===== src/rtl/spq_pkg.sv =====
// shared constants and types for the sorted priority queue
`default_nettype none

package spq_pkg;

    localparam int CAPACITY     = 16;
    localparam int PRIO_BITS    = 8;
    localparam int PAYLOAD_BITS = 16;
    localparam int FILL_BITS    = $clog2(CAPACITY + 1);

    typedef enum logic {
        CMD_INSERT = 1'b0,
        CMD_REMOVE = 1'b1
    } t_spq_cmd;

    typedef enum logic [1:0] {
        ST_DONE  = 2'd0,
        ST_FULL  = 2'd1,
        ST_EMPTY = 2'd2
    } t_spq_status;

    typedef struct packed {
        t_spq_cmd                  command;
        logic [PRIO_BITS-1:0]      entry_priority;
        logic [PAYLOAD_BITS-1:0]   entry_payload;
    } t_spq_req;

    typedef struct packed {
        t_spq_status               status;
        logic [PRIO_BITS-1:0]      out_priority;
        logic [PAYLOAD_BITS-1:0]   out_payload;
        logic [FILL_BITS-1:0]      fill_level;
    } t_spq_rsp;

    typedef struct packed {
        logic [PRIO_BITS-1:0]      prio;
        logic [PAYLOAD_BITS-1:0]   payload;
    } t_spq_entry;

    typedef struct packed {
        logic shift_in;
        logic shift_out;
    } t_spq_cell_ctrl;

endpackage

`default_nettype wire


===== src/rtl/spq_cell.sv =====
// one slot of the sorted queue, exchanging entries with its neighbors
`default_nettype none

module spq_cell (
    input  wire logic                   i_clk,
    input  wire spq_pkg::t_spq_cell_ctrl i_ctrl,
    input  wire logic                   i_occupied,
    input  wire spq_pkg::t_spq_entry    i_new,
    input  wire spq_pkg::t_spq_entry    i_left,
    input  wire logic                   i_left_keep,
    input  wire spq_pkg::t_spq_entry    i_right,
    output spq_pkg::t_spq_entry         o_entry,
    output logic                        o_keep
);

    spq_pkg::t_spq_entry r_entry;
    spq_pkg::t_spq_entry n_entry;
    logic                w_keep;

    // entries at or above the new priority stay put
    assign w_keep = i_occupied && (r_entry.prio >= i_new.prio);

    always_comb begin
        n_entry = r_entry;
        if (i_ctrl.shift_out) begin
            n_entry = i_right;
        end else if (i_ctrl.shift_in && !w_keep) begin
            if (i_left_keep) begin
                n_entry = i_new;
            end else begin
                n_entry = i_left;
            end
        end
    end

    always_ff @(posedge i_clk) begin
        r_entry <= n_entry;
    end

    assign o_entry = r_entry;
    assign o_keep  = w_keep;

endmodule

`default_nettype wire


===== src/rtl/sorted_priority_queue_core.sv =====
// sorted priority queue: a row of entry cells kept in descending priority order
//
// Requests arrive on i_req (valid/stall); each carries an insert or a remove.
// Every request yields exactly one response on o_rsp with a status, the
// removed entry (zero unless a remove succeeded) and the fill level after it.
// Equal priorities leave in arrival order. An insert into a full queue or a
// remove from an empty one leaves the contents alone and reports the reject.
// All cells compare against the new priority and shift in the same cycle, so
// one request is taken per clock while o_req_stall is low; its response
// appears in the output register on the next cycle.
// The output register lets a new request in while the previous response
// is taken in the same cycle; while the response is stalled, o_req_stall
// stays high and the response holds.
// A synchronous active-low reset empties the queue (fill level zero) and
// clears the response valid; cell contents are not cleared, and only slots
// below the fill level ever reach a response.
`default_nettype none

module sorted_priority_queue_core (
    input  wire logic           i_clk,
    input  wire logic           i_rst_n,
    input  wire logic           i_req_valid,
    output logic                o_req_stall,
    input  wire spq_pkg::t_spq_req i_req,
    output logic                o_rsp_valid,
    input  wire logic           i_rsp_stall,
    output spq_pkg::t_spq_rsp   o_rsp
);

    localparam int CAP = spq_pkg::CAPACITY;
    localparam int FB  = spq_pkg::FILL_BITS;

    logic [FB-1:0]          r_count;
    logic [FB-1:0]          n_count;
    logic                   r_rsp_valid;
    spq_pkg::t_spq_rsp      r_rsp;
    spq_pkg::t_spq_rsp      n_rsp;

    logic                   w_accept;
    logic                   w_full;
    logic                   w_empty;
    logic                   w_do_ins;
    logic                   w_do_rem;
    spq_pkg::t_spq_entry    w_new;
    spq_pkg::t_spq_cell_ctrl w_ctrl;
    spq_pkg::t_spq_entry    w_entry [CAP];
    logic [CAP-1:0]         w_keep;
    logic [CAP-1:0]         w_occ;

    assign o_req_stall = r_rsp_valid && i_rsp_stall;
    assign w_accept    = i_req_valid && !o_req_stall;
    assign w_full      = (r_count == FB'(CAP));
    assign w_empty     = (r_count == '0);
    assign w_do_ins    = w_accept && (i_req.command == spq_pkg::CMD_INSERT) && !w_full;
    assign w_do_rem    = w_accept && (i_req.command == spq_pkg::CMD_REMOVE) && !w_empty;

    assign w_new.prio       = i_req.entry_priority;
    assign w_new.payload    = i_req.entry_payload;
    assign w_ctrl.shift_in  = w_do_ins;
    assign w_ctrl.shift_out = w_do_rem;

    for (genvar gi = 0; gi < CAP; gi++) begin : g_cell
        spq_pkg::t_spq_entry w_left;
        spq_pkg::t_spq_entry w_right;
        logic                w_left_keep;

        assign w_occ[gi] = (FB'(gi) < r_count);

        if (gi == 0) begin : g_first
            assign w_left      = w_new;
            assign w_left_keep = 1'b1;
        end else begin : g_mid
            assign w_left      = w_entry[gi-1];
            assign w_left_keep = w_keep[gi-1];
        end

        if (gi == CAP - 1) begin : g_last
            assign w_right = w_entry[gi];
        end else begin : g_inner
            assign w_right = w_entry[gi+1];
        end

        spq_cell u_cell (
            .i_clk       (i_clk),
            .i_ctrl      (w_ctrl),
            .i_occupied  (w_occ[gi]),
            .i_new       (w_new),
            .i_left      (w_left),
            .i_left_keep (w_left_keep),
            .i_right     (w_right),
            .o_entry     (w_entry[gi]),
            .o_keep      (w_keep[gi])
        );
    end

    always_comb begin
        n_count = r_count;
        if (w_do_ins) begin
            n_count = r_count + 1'b1;
        end else if (w_do_rem) begin
            n_count = r_count - 1'b1;
        end
    end

    always_comb begin
        n_rsp.status       = spq_pkg::ST_DONE;
        n_rsp.out_priority = '0;
        n_rsp.out_payload  = '0;
        n_rsp.fill_level   = n_count;
        if (i_req.command == spq_pkg::CMD_INSERT) begin
            if (w_full) begin
                n_rsp.status = spq_pkg::ST_FULL;
            end
        end else begin
            if (w_empty) begin
                n_rsp.status = spq_pkg::ST_EMPTY;
            end else begin
                n_rsp.out_priority = w_entry[0].prio;
                n_rsp.out_payload  = w_entry[0].payload;
            end
        end
    end

    always_ff @(posedge i_clk) begin
        if (!i_rst_n) begin
            r_count     <= '0;
            r_rsp_valid <= 1'b0;
        end else begin
            r_count <= n_count;
            if (w_accept) begin
                r_rsp_valid <= 1'b1;
            end else if (!i_rsp_stall) begin
                r_rsp_valid <= 1'b0;
            end
        end
    end

    always_ff @(posedge i_clk) begin
        if (w_accept) begin
            r_rsp <= n_rsp;
        end
    end

    assign o_rsp_valid = r_rsp_valid;
    assign o_rsp       = r_rsp;

    a_count_bound: assert property (@(posedge i_clk) disable iff (!i_rst_n)
        r_count <= FB'(CAP))
        else $error("fill level above capacity");

    a_remove_count: assert property (@(posedge i_clk) disable iff (!i_rst_n)
        w_do_rem |=> r_count == $past(r_count) - 1'b1)
        else $error("remove did not drop the fill level");

    a_remove_head: assert property (@(posedge i_clk) disable iff (!i_rst_n)
        w_do_rem |=> (o_rsp.out_priority == $past(w_entry[0].prio))
                  && (o_rsp.out_payload == $past(w_entry[0].payload)))
        else $error("removed entry is not the head");

    a_head_sorted: assert property (@(posedge i_clk) disable iff (!i_rst_n)
        (r_count >= FB'(2)) |-> (w_entry[0].prio >= w_entry[1].prio))
        else $error("head out of priority order");

    a_reject_keeps: assert property (@(posedge i_clk) disable iff (!i_rst_n)
        (w_accept && !w_do_ins && !w_do_rem) |=> $stable(r_count))
        else $error("rejected request changed the fill level");

endmodule

`default_nettype wire


===== config.mk =====
export PLATFORM = sky130hd
export DESIGN_NAME = sorted_priority_queue_core
export DESIGN_NICKNAME = d
export VERILOG_FILES = /design/src/rtl/spq_pkg.sv /design/src/rtl/spq_cell.sv /design/src/rtl/sorted_priority_queue_core.sv
export SDC_FILE = /design/constraint.sdc
export NUM_CORES = 1
export LEC_CHECK = 0
export BUFFER_PORTS_ARGS = -buffer_cell sky130_fd_sc_hd__clkbuf_2
export CORE_UTILIZATION = 49
export DETAILED_ROUTE_END_ITERATION = 10
export GPL_TIMING_DRIVEN = 1
export PLACE_DENSITY = 0.68
export SYNTH_ARGS = -nofsm -noshare
export SYNTH_HDL_FRONTEND = slang
export SYNTH_SLANG_ARGS = --single-unit

===== constraint.sdc =====
create_clock -name i_clk -period 4.1 [get_ports i_clk]
set_clock_uncertainty 0.2 [all_clocks]
set_input_delay 0.205 -clock i_clk [delete_from_list [all_inputs] [get_ports i_clk]]
set_output_delay 0.205 -clock i_clk [all_outputs]
set_load 0.01 [all_outputs]

==> out/metrics.csv, run 1 <==
metric,value,unit
post-synthesis compound-gate area fraction,0.2507,
min-delay src,i_req[16],
gp weighted congestion,0.9049,
final wirelength,68170,µm
antenna cells,0,
clock root cell,clkbuf_16,
Max Used Layer,met4,
crit path kind,flop to flop,
CTS sink count,421,
TritonCTS Buffers,45,
top_reg_cell synth,edfxtp_1,
Yosys cell types,60,
Startpoint Class,flop,
initial antenna violation count,0,
final setup violating endpoints,0,
initial DRC count,2466,
Die Width,225.6,µm
Fmax achieved,0.2885,GHz
adder-cell area share of the yosys netlist,0.06740,
Hold Slack,219.8,ps
leakage,10.69,nW
dpl cell area,24990,µm²
syn avg cell area,11.64,µm²
CTS tree,yes,
#FFs+latches synth,421,
CP arrival,3560,ps
Post-Syn Area,24500,µm²
Die Ht,225.6,µm
Post-Syn Nets,2267,
main combinational cell family by area after synthesis,compound AO/OA/AOI/OAI gates,
first-pass GRT wire length,105900,µm
Syn Inst Count,2106,
Residual DRC,0,
met2 routed WL,30770,µm
max-cap viol count,0,
number of global-route vias before repair,18040,
worst reg-to-reg path cell count,8,
drt first pass iters,7,
worst-skew pair later-pin latency,580,ps
Final Max Slew Viols,0,
mux cell area share after synthesis,0.01103,
Critical Path Fanout Max,24,
DR WL met3,6241,µm
warnings from Yosys,0,
CP startpoint,r_count[1]$_SDFF_PN0_,
routed vias/inst,6.648,
WHS Path Cells,3,
Die Area,50910,µm²
clk slew on worst S/H paths,60,ps
site row count,81,
"EDFF count, synth",415,
Area Overhead vs Synth,8.619,%
Synth area leaders,"edfxtp_1 51%, a221o_1 13%, ha_1 6.7%",
Initial Utilization,0.4985,
Slew @ Worst Pin,1279,ps
worst min path class,input port to flop,
CP Capture Type,flop,
final hold violation count,0,
"FFs w/ async S/R, synth",0,
Core Area,49150,µm²
outcome,"finished, final reports clean",
simple-gate share of the synthesized area,0.08527,
IO Port Bufs,61,
RSZ-0062 raised after global routing,false,
fin crit share,0.8453,
Clock Path Buffers,3,
largest area contributor in the netlist,edfxtp_1,
Final TNS setup,0,ps
post-synth top area share,0.5086,
proportion of layout cells with a drive suffix above 1,0.1349,
IO Count,62,
fin area,26620,µm²
most frequent cell after synthesis,edfxtp_1,
Post-Synth XOR/XNOR Area,0.001430,
"Seq/Total Area, Yosys",0.5135,
H-tree Lvls,2,
GRT Residual Overflow,0,
reg-to-reg startpoint,r_count[1]$_SDFF_PN0_,
slew margin rel.,0.1475,
vias,18710,
P per Cell Area,546.9,nW/µm²
synth cell count leaders,"415 x edfxtp_1, 325 x a221o_1, 319 x a21oi_1",
fin crit period,3466,ps
buffer count from post-CTS setup fixing,0,
largest net degree at the start of global routing,71,
Worst Path Required,4190,ps
M1 wire length,28840,µm
peak supply drop,0.3759,mV
DR WL/cell,24.23,µm
Filler cells,4179,
ANT nets after route,0,
GRT Overall Usage,0.2675,
NumNets Final,2277,
post-DP HPWL,48270,µm
-- path summary, 6_finish.rpt --
check        slack, ps                                       to
min                220   g_cell[8].u_cell.o_entry[16]$_DFFE_PP_
min reg2reg        350   g_cell[14].u_cell.o_entry[2]$_DFFE_PP_
max                630  g_cell[12].u_cell.o_entry[13]$_DFFE_PP_
max reg2reg        630  g_cell[12].u_cell.o_entry[13]$_DFFE_PP_
-- power by group --
group	internal (mW)	switching [mW]
combinational	1.74	2.62
sequential	5.84	0.526
clock	2.14	1.69
total	9.71	4.84
-- placed cells by master (no fill, tap or decap), drive strengths merged, types with 28 or more instances in the layout --
master,Yosys,routed
buf,139,105
inv,28,28
a21o,45,45
ha,132,132
and2,72,72
a21oi,319,319
dlygate4sd3,0,28
clkbuf,92,126
nand2,309,309
a221o,335,335
edfxtp,415,415
-- worst max-delay path, cell delays in order (launching register included) --
cell	delay [ps]
dfxtp_1	440
inv_1	180
ha_1	300
nor4b_4	320
nor2_2	100
o21ai_2	1000
buf_4	360
a21oi_2	40
buf_4	250
-- what timing repair did --
| action | 4_1_cts | 5_1_grt |
|---|---|---|
| endpoints found under the hold margin | 35 | 0 |
| gates resized for setup | 0 | 0 |
| hold buffers | 28 | 0 |
-- state kept, by name (all words and copies together) (netlist names) --
signal and cells:
r_count 5, o_rsp 31, g_cell.u_cell.o_entry 384, o_rsp_valid 1
-- area by class of cell --
cell class | instances | area [µm²] | share of cell area
multi-input cells | 1426 | 10260 | 0.3857
well taps | 664 | 830.8 | 0.03121
flip-flops and latches | 421 | 12580 | 0.4727
inverters | 28 | 105.1 | 0.003949
repair buffers | 194 | 1486 | 0.05585
clock inverters | 16 | 83.83 | 0.003150
clock buffers | 65 | 1264 | 0.04748
-- per-stage QoR --
step	instances	util	worst slack [ps]	total power, mW
6_report	2814	0.5415	634.3	14.56
5_1_grt	2814	0.5415	481.0	15.20
4_1_cts	2814	0.5415	716.7	14.52
3_5_place_dp	2705	0.5084	699.3	10.68
3_3_place_gp	2705	0.5084	757.3	10.52
2_1_floorplan	2106	-	301.8	9.498
-- kinds of logic (layout without fill, tap and decap cells) --
kind of cell	count (synthesis)	in the layout
muxes	24	24
adders and majority gates	132	132
buffers and inverters	259	303
xor gates and xnor gates	4	4
DFF	421	421
and+or+nand+nor	456	456
AOI/OAI and AO/OA	810	810
-- metal layers --
metal | global-route usage | vias to the layer above
met4 | 0.1075 | 0
met1 | 0.3832 | 9086
li1 | - | 8387
met5 | 0 | -
met3 | 0.03773 | 136
met2 | 0.4081 | 1098
No activity file was read; power rests on OpenSTA's default activity.
==> inputs of run 2 (changes only) <==
--- a/config.mk
+++ b/config.mk
@@ -9,7 +9,7 @@
 export CORE_UTILIZATION = 49
 export DETAILED_ROUTE_END_ITERATION = 10
 export GPL_TIMING_DRIVEN = 1
-export PLACE_DENSITY = 0.68
+export PLACE_DENSITY = 0.66
 export SYNTH_ARGS = -nofsm -noshare
 export SYNTH_HDL_FRONTEND = slang
 export SYNTH_SLANG_ARGS = --single-unit
==> constraint.sdc (replaced) <==
create_clock -name i_clk -period 3.3 [get_ports i_clk]
set_clock_uncertainty 0.2 [all_clocks]
set_input_delay 0.165 -clock i_clk [delete_from_list [all_inputs] [get_ports i_clk]]
set_output_delay 0.165 -clock i_clk [all_outputs]
set_load 0.01 [all_outputs]
==> out/metrics.csv, run 2 (synthesis gave the netlist of run 1 again) <==
metric,value,unit,change
overall power,18.46,mW,was 14.56 mW
clk slew on worst S/H paths,70,ps,was 60 ps
max-cap viol count,0,,unchanged
gp weighted congestion,0.9237,,was 0.9049
Die Ht,225.6,µm,unchanged
Residual DRC,0,,unchanged
CTS sink count,421,,unchanged
outcome,"finished, final reports clean",,unchanged
TritonCTS Buffers,46,,was 45
Worst Path Required,3540,ps,was 4190 ps
first-pass GRT wire length,113200,µm,was 105900 µm
Critical Path Fanout Max,69,,was 24
vias,19220,,was 18710
Fmax achieved,0.3183,GHz,was 0.2885 GHz
site row count,81,,unchanged
critical path's slowest cell,o211ai_4,,was o21ai_2
peak supply drop,0.4685,mV,was 0.3759 mV
Die Width,225.6,µm,unchanged
post-DP HPWL,50920,µm,was 48270 µm
CTS tree,yes,,unchanged
DR WL/cell,26.08,µm,was 24.23 µm
Core Area,49150,µm²,unchanged
slew margin rel.,0.2155,,was 0.1475
RSZ-0062 raised after global routing,false,,unchanged
Startpoint Class,flop,,unchanged
initial antenna violation count,0,,unchanged
drt first pass iters,6,,was 7
routed vias/inst,6.779,,was 6.648
max FFs per register,384,,unchanged
Hold Slack,210.0,ps,was 219.8 ps
worst-skew pair later-pin latency,590,ps,was 580 ps
largest net degree at the start of global routing,130,,was 71
final wirelength,73960,µm,was 68170 µm
P per Cell Area,686.8,nW/µm²,was 546.9 nW/µm²
leakage,10.84,nW,was 10.69 nW
Die Area,50910,µm²,unchanged
GRT Overall Usage,0.2907,,was 0.2675
Clock Path Buffers,3,,unchanged
"most common cell after layout, fill and taps aside",edfxtp_1,,unchanged
Util after Layout,0.5469,,was 0.5415
Final Max Slew Viols,0,,unchanged
clock root cell,clkbuf_16,,unchanged
Slew @ Worst Pin,1175,ps,was 1279 ps
fin crit share,0.9519,,was 0.8453
most frequent cells in the layout,"415 x edfxtp_1, 325 x a221o_1, 309 x nand2_1, 303 x a21oi_1, 132 x ha_1",,unchanged
CP arrival,3380,ps,was 3560 ps
worst setup margin,158.8,ps,was 634.3 ps
Critical Path Max Stage Delay,510,ps,was 1000 ps
proportion of layout cells with a drive suffix above 1,0.1459,,was 0.1349
"worst slack, placed",-48.32,ps,was 699.3 ps
Non-Filler Instances,2836,,was 2814
fin crit period,3141,ps,was 3466 ps
placed instance count,2725,,was 2705
final setup violating endpoints,0,,unchanged
CP cell instances,inv_1 -> ha_1 -> or3b_1 -> o211ai_4 -> buf_12 -> and2_1 -> buf_4 -> a221o_1,,was inv_1 -> ha_1 -> nor4b_4 -> nor2_2 -> o21ai_2 -> buf_4 -> a21oi_2 -> buf_4
buffer count from post-CTS setup fixing,0,,unchanged
initial DRC count,2730,,was 2466
number of global-route vias before repair,18930,,was 18040
worst min path class,input port to flop,,unchanged
ANT nets after route,0,,unchanged
final hold violation count,0,,unchanged
IO Port Bufs,61,,unchanged
antenna cells,0,,unchanged
GRT Residual Overflow,0,,unchanged
Initial Utilization,0.4985,,unchanged
H-tree Lvls,2,,unchanged
NumNets Final,2298,,was 2277
IO Count,62,,unchanged
CP Capture Type,flop,,unchanged
Area Overhead vs Synth,9.691,%,was 8.619%
crit path kind,flop to flop,,unchanged
-- run 2: changes by cell type in the layout (fill, tap and decap cells not counted), sizes merged --
cell,before,now
clkinv,15,23
clkinvlp,1,2
bufinv,0,2
clkbuf,126,115
inv,28,30
buf,105,125
-- run 2: per-stage QoR --
stage	area, µm²	setup TNS, ps
6_report	26880	0
5_1_grt	26880	0
4_1_cts	26880	0
3_5_place_dp	25190	-1145
3_3_place_gp	25190	0
2_1_floorplan	24500	-161240
-- run 2: what timing repair did --
| item | CTS | global route |
|---|---|---|
| endpoints found under the hold margin | 36 | 0 |
| setup endpoints to repair | 27 | 0 |
| resized for setup | 2 | 0 |
| hold buffers | 28 | 0 |
-- run 2: final timing paths --
| path | from | end | slack [ps] | depth (start not counted) |
|---|---|---|---|---|
| max reg2reg | r_count[0]$_SDFF_PN0_ | g_cell[4].u_cell.o_entry[5]$_DFFE_PP_ | 160 | 8 |
| max | r_count[0]$_SDFF_PN0_ | g_cell[4].u_cell.o_entry[5]$_DFFE_PP_ | 160 | 8 |
| min | i_rst_n | r_count[4]$_SDFF_PN0_ | 210 | 3 |
| min reg2reg | g_cell[15].u_cell.o_entry[3]$_DFFE_PP_ | g_cell[14].u_cell.o_entry[3]$_DFFE_PP_ | 350 | 1 |
-- run 2: report_power, final --
part,switching [mW],internal [mW]
Clock,2.21,2.76
Sequential,0.704,7.26
Combinational,3.33,2.20
-- run 2: cell type report --
| class | instances | area, µm² |
|---|---|---|
| Clock inverter | 29 | 195.2 |
| Multi-Input combinational cell | 1426 | 10280 |
| Fill cell | 4126 | 22270 |
| Tap cell | 664 | 830.8 |
| Inverter | 28 | 105.1 |
| Clock buffer | 54 | 1202 |
| Timing Repair Buffer | 214 | 1687 |
| Sequential cell | 421 | 12580 |
-- run 2: metal layers --
layer,vias to the layer above,track usage,part of all wire
li1,8426,-,-
met3,196,0.04814,0.096
met2,1106,0.4632,0.46
met5,-,0,0
met4,0,0.1242,0.040
met1,9496,0.3920,0.40
-- run 2: critical path: cells and delay by family, from the launching register on --
kind	cells	cell delay, ps
adder cells (fa/ha/maj)	1	260
flip-flops	1	330
AO/OA/AOI/OAI	2	720
buffers and inverters	3	770
AND/OR/NAND/NOR	2	630
